`src/sv/kuz_ram.sv`:
```
// ----------------------------------------------------------------------------
// Generic RAM
// One write port, one read port with registered read data.
// ----------------------------------------------------------------------------
module kuz_ram #(
    parameter int unsigned WIDTH = 64,
    parameter int unsigned DEPTH = 10
) (
    input  logic                     clk,
    input  logic                     we,
    input  logic [$clog2(DEPTH)-1:0] waddr,
    input  logic [WIDTH-1:0]         wdata,
    input  logic [$clog2(DEPTH)-1:0] raddr,
    output logic [WIDTH-1:0]         rdata
);

    logic [WIDTH-1:0] mem [DEPTH];

    always_ff @(posedge clk)
    begin
        if (we)
        begin
            mem[waddr] <= wdata;
        end
        rdata <= mem[raddr];
    end

endmodule

```
`config.mk`:
```
export PLATFORM = sky130hd
export DESIGN_NAME = kuz_ram
export DESIGN_NICKNAME = d
export VERILOG_FILES = /design/src/sv/kuz_ram.sv
export SDC_FILE = /design/constraint.sdc
export NUM_CORES = 1
export LEC_CHECK = 0
export BUFFER_PORTS_ARGS = -buffer_cell sky130_fd_sc_hd__buf_2
export CAP_MARGIN = 20
export CORE_MARGIN = 5
export CORE_UTILIZATION = 45
export CTS_BUF_LIST = sky130_fd_sc_hd__clkbuf_4
export CTS_CLUSTER_SIZE = 24
export DETAILED_ROUTE_END_ITERATION = 8
export HOLD_SLACK_MARGIN = 0.06
export PLACE_DENSITY = 0.7
export SETUP_SLACK_MARGIN = 0.02
export SYNTH_ARGS = -nofsm -noshare
export SYNTH_HDL_FRONTEND = slang
export SYNTH_SLANG_ARGS = --single-unit
```
`constraint.sdc`:
```
create_clock -name clk -period 9.9 [get_ports clk]
set_clock_uncertainty 0.1 [all_clocks]
set_input_delay 2.475 -clock clk [delete_from_list [all_inputs] [get_ports clk]]
set_output_delay 2.475 -clock clk [all_outputs]
set_load 0.02 [all_outputs]
```
==> flow_metrics.env <==
export IMPL_yosysMostFrequentCell="edfxtp_1"
export IMPL_die_x_microns=253
export IMPL_grt_pass1_vias=14300
export IMPL_fp_row_count=89
export IMPL_yosys_warnings=0
export IMPL_htreeDepth=4
export IMPL_whs_ns=0.460
export IMPL_cts_buffers=174
export IMPL_cts_setup_buffers=0
export IMPL_wl_microns=55400
export IMPL_tightest_slew_ns=1.11
export IMPL_drtPass1Iterations=5
export IMPL_clock_sinks=704
export IMPL_synthFlopType="edfxtp_1"
export IMPL_synthCells=1376
export IMPL_synth_common_cells="edfxtp_1 (640), mux2_2 (192), mux2i_1 (128)"
export IMPL_min_path_type="register to register"
export IMPL_placed_cell_area_sq_um=28000
export IMPL_grt_max_degree=176
export IMPL_switching_share=0.222
export IMPL_power_leakage_nw=10.6
export IMPL_r2r_start="mem[0][1]"
export IMPL_fin_crit_ns=4.32
export IMPL_drt_iter0_markers=918
export IMPL_placedCellCount=2235
export IMPL_synth_area_leaders="edfxtp_1 (72%), mux2_2 (8.1%), dfxtp_1 (4.8%)"
export IMPL_post_route_period_util=0.436
export IMPL_crit_arrival_ns=4.69
export IMPL_ir_worst_vdd_mv=0.0818
export IMPL_grt_antenna_before_repair=8
export IMPL_wl_per_cell_microns=21.6
export IMPL_maxCapViolCount=0
export IMPL_final_cell_area_sq_um=30300
export IMPL_pwr_share_comb=0.057
export IMPL_io_pins=138
export IMPL_syn_num_nets=1450
export IMPL_ant_nets=0
export IMPL_io_buffers=137
export IMPL_clk_path_buf_depth=3
export IMPL_synth_cell_types=21
export IMPL_initial_core_util=0.452
export IMPL_ys_ff_latch=704
export IMPL_end_kind="register"
export IMPL_crit_chain="buf_2 > or3b_2 > nor2_4 > buf_4"
export IMPL_fillers=4816
export IMPL_finalHoldViolCount=0
export IMPL_net_switching_power_mw=1.34
export IMPL_async_flop_share=0
export IMPL_avgSynthCellArea_sq_um=19.3
export IMPL_vias=13600
export IMPL_hold_start="mem[9][42]"
export IMPL_power_share_clock=0.390
export IMPL_die_area_sq_um=64000
export IMPL_setup_tns_ns=0
export IMPL_overflow=0
export IMPL_layoutNonFillerInstCount=2562
export IMPL_grt_pass1_wl_microns=83800
export IMPL_drive_gt1_frac=0.396
export IMPL_nNetsFinal=1712
export IMPL_rsz0062_at_grt="false"
export IMPL_syn2layout_area_growth_pct=13.9
export IMPL_ff2ff_path_depth=3
export IMPL_grt_total_usage=0.172
export IMPL_cts_resized=0
export IMPL_yosysTopAreaCellShare=0.723
export IMPL_cp_required_ns=10.27
export IMPL_cpMaxStageDelayCell="nor2_4"
export IMPL_dp_hpwl_microns=27000
export IMPL_maxSlewHeadroom=0.257
export IMPL_drcViolationCount=0
export IMPL_clk_latency_ns=0.87
export IMPL_holdPathStages=3
export IMPL_yosysTopAreaCell="edfxtp_1"
export IMPL_synth_edf_count=640
export IMPL_cts_hold_buf=0
export IMPL_start_kind="primary input"
export IMPL_ys_seq_area_frac=0.772
export IMPL_max_freq_ghz=0.231
export IMPL_whs_endpoint="rdata[42]"
export IMPL_final_max_slew_violation_count=0
export IMPL_r2r_slack_ns=8.68
export IMPL_cp_top_family="simple AND/OR/NAND/NOR gates"
export IMPL_worstPathMaxFanout=42
export IMPL_syn_area_sq_um=26600
export IMPL_gp_congestion=0.692
export IMPL_setup_viol=0
export IMPL_p_int_mw=4.71
export IMPL_cts_root_buffer="clkbuf_4"
export IMPL_power_density_nw_per_um2=200
export IMPL_cp_slowest_stage_delay_ns=0.75
export IMPL_seq_power_share=0.553
export IMPL_die_h_microns=253
export IMPL_crit_type="primary input to register"
export IMPL_power_mw=6.05
export IMPL_status="completed"
export IMPL_core_area_sq_um=58800
export IMPL_timing_critical_path_buf_inv=2
export IMPL_cts_tree="done"
export IMPL_reg2reg_to="rdata[1]"
export IMPL_cts_clk_slew_worst_paths_ns=0.06
export IMPL_vias_per_cell=5.29
[layer usage]
layer | part of all wire | wire, microns | track usage | vias to the layer above
met5 | 0.0012 | 68 | 0 | -
met4 | 0.021 | 1140 | 0.0628 | 8
met3 | 0.054 | 2970 | 0.0423 | 95
met2 | 0.49 | 27000 | 0.276 | 362
met1 | 0.44 | 24100 | 0.230 | 6944
li1 | - | - | - | 6155
[logic make-up after synthesis]
group	share of synthesized area
and+or+nand+nor	0.0129
DFF	0.772
muxes	0.130
buffers and inverters	0.0195
AOI/OAI and AO/OA	0.0663
[sequential cells by signal, summed over array words and instances, names as in the netlist]
signal,count
mem,640
rdata,64
[layout make-up]
class                           count  area [sq um]  area share
Timing Repair Buffer              162           902      0.0298
Tap cell                          773           967      0.0320
Clock inverter                     63           299     0.00988
Antenna cell                        4          10.0    0.000331
Clock buffer                      260          1950      0.0645
Sequential cell                   704         20500       0.677
Multi-Input combinational cell    596          5630       0.186
[worst max path at each step]
| stage | from | to | cells after the start |
|---|---|---|---|
| final | waddr[2] | mem[3][53] | 4 |
| after CTS | waddr[2] | mem[3][53] | 4 |
| after global placement | waddr[2] | mem[2][60] | 4 |
| after floorplan | waddr[2] | mem[0][0] | 2 |
| after detailed placement | waddr[2] | mem[3][60] | 4 |
| after global routing | waddr[2] | mem[3][53] | 4 |
[per-stage QoR]
stage / utilization / worst slack [ns]
4_1_cts: 0.515 / 5.61
3_5_place_dp: 0.476 / 4.64
2_1_floorplan: - / 1.89
5_1_grt: 0.515 / 5.56
6_report: 0.515 / 5.58
3_3_place_gp: 0.476 / 4.70
[power by group through the flow]
stage	sequential, mW	clock [mW]	combinational [mW]
final	3.34	2.36	0.345
after global routing	3.35	2.60	0.371
after CTS	3.34	2.43	0.349
after detailed placement	3.41	0	0.348
after global placement	3.41	0	0.340
after floorplan	3.43	0	0.196
[worst min-delay path, cell delays in order (launching register included)]
cell      delay (ns)
edfxtp_1        0.31
mux2_2          0.13
nand2_1         0.05
o31ai_2         0.05
[placed cells by master (no fill, tap or decap), drive strengths merged]
cell / instances
nor2b: 1
nand3b: 2
buf: 162
nand2b: 3
bufinv: 2
nor3: 3
clkbuf: 260
mux2i: 128
o31ai: 64
dfxtp: 64
clkinv: 58
inv: 3
o22ai: 64
nand2: 66
diode: 4
edfxtp: 640
a22o: 64
nor2: 8
mux2: 192
or3b: 1
Power figures use the tool's default switching activity.
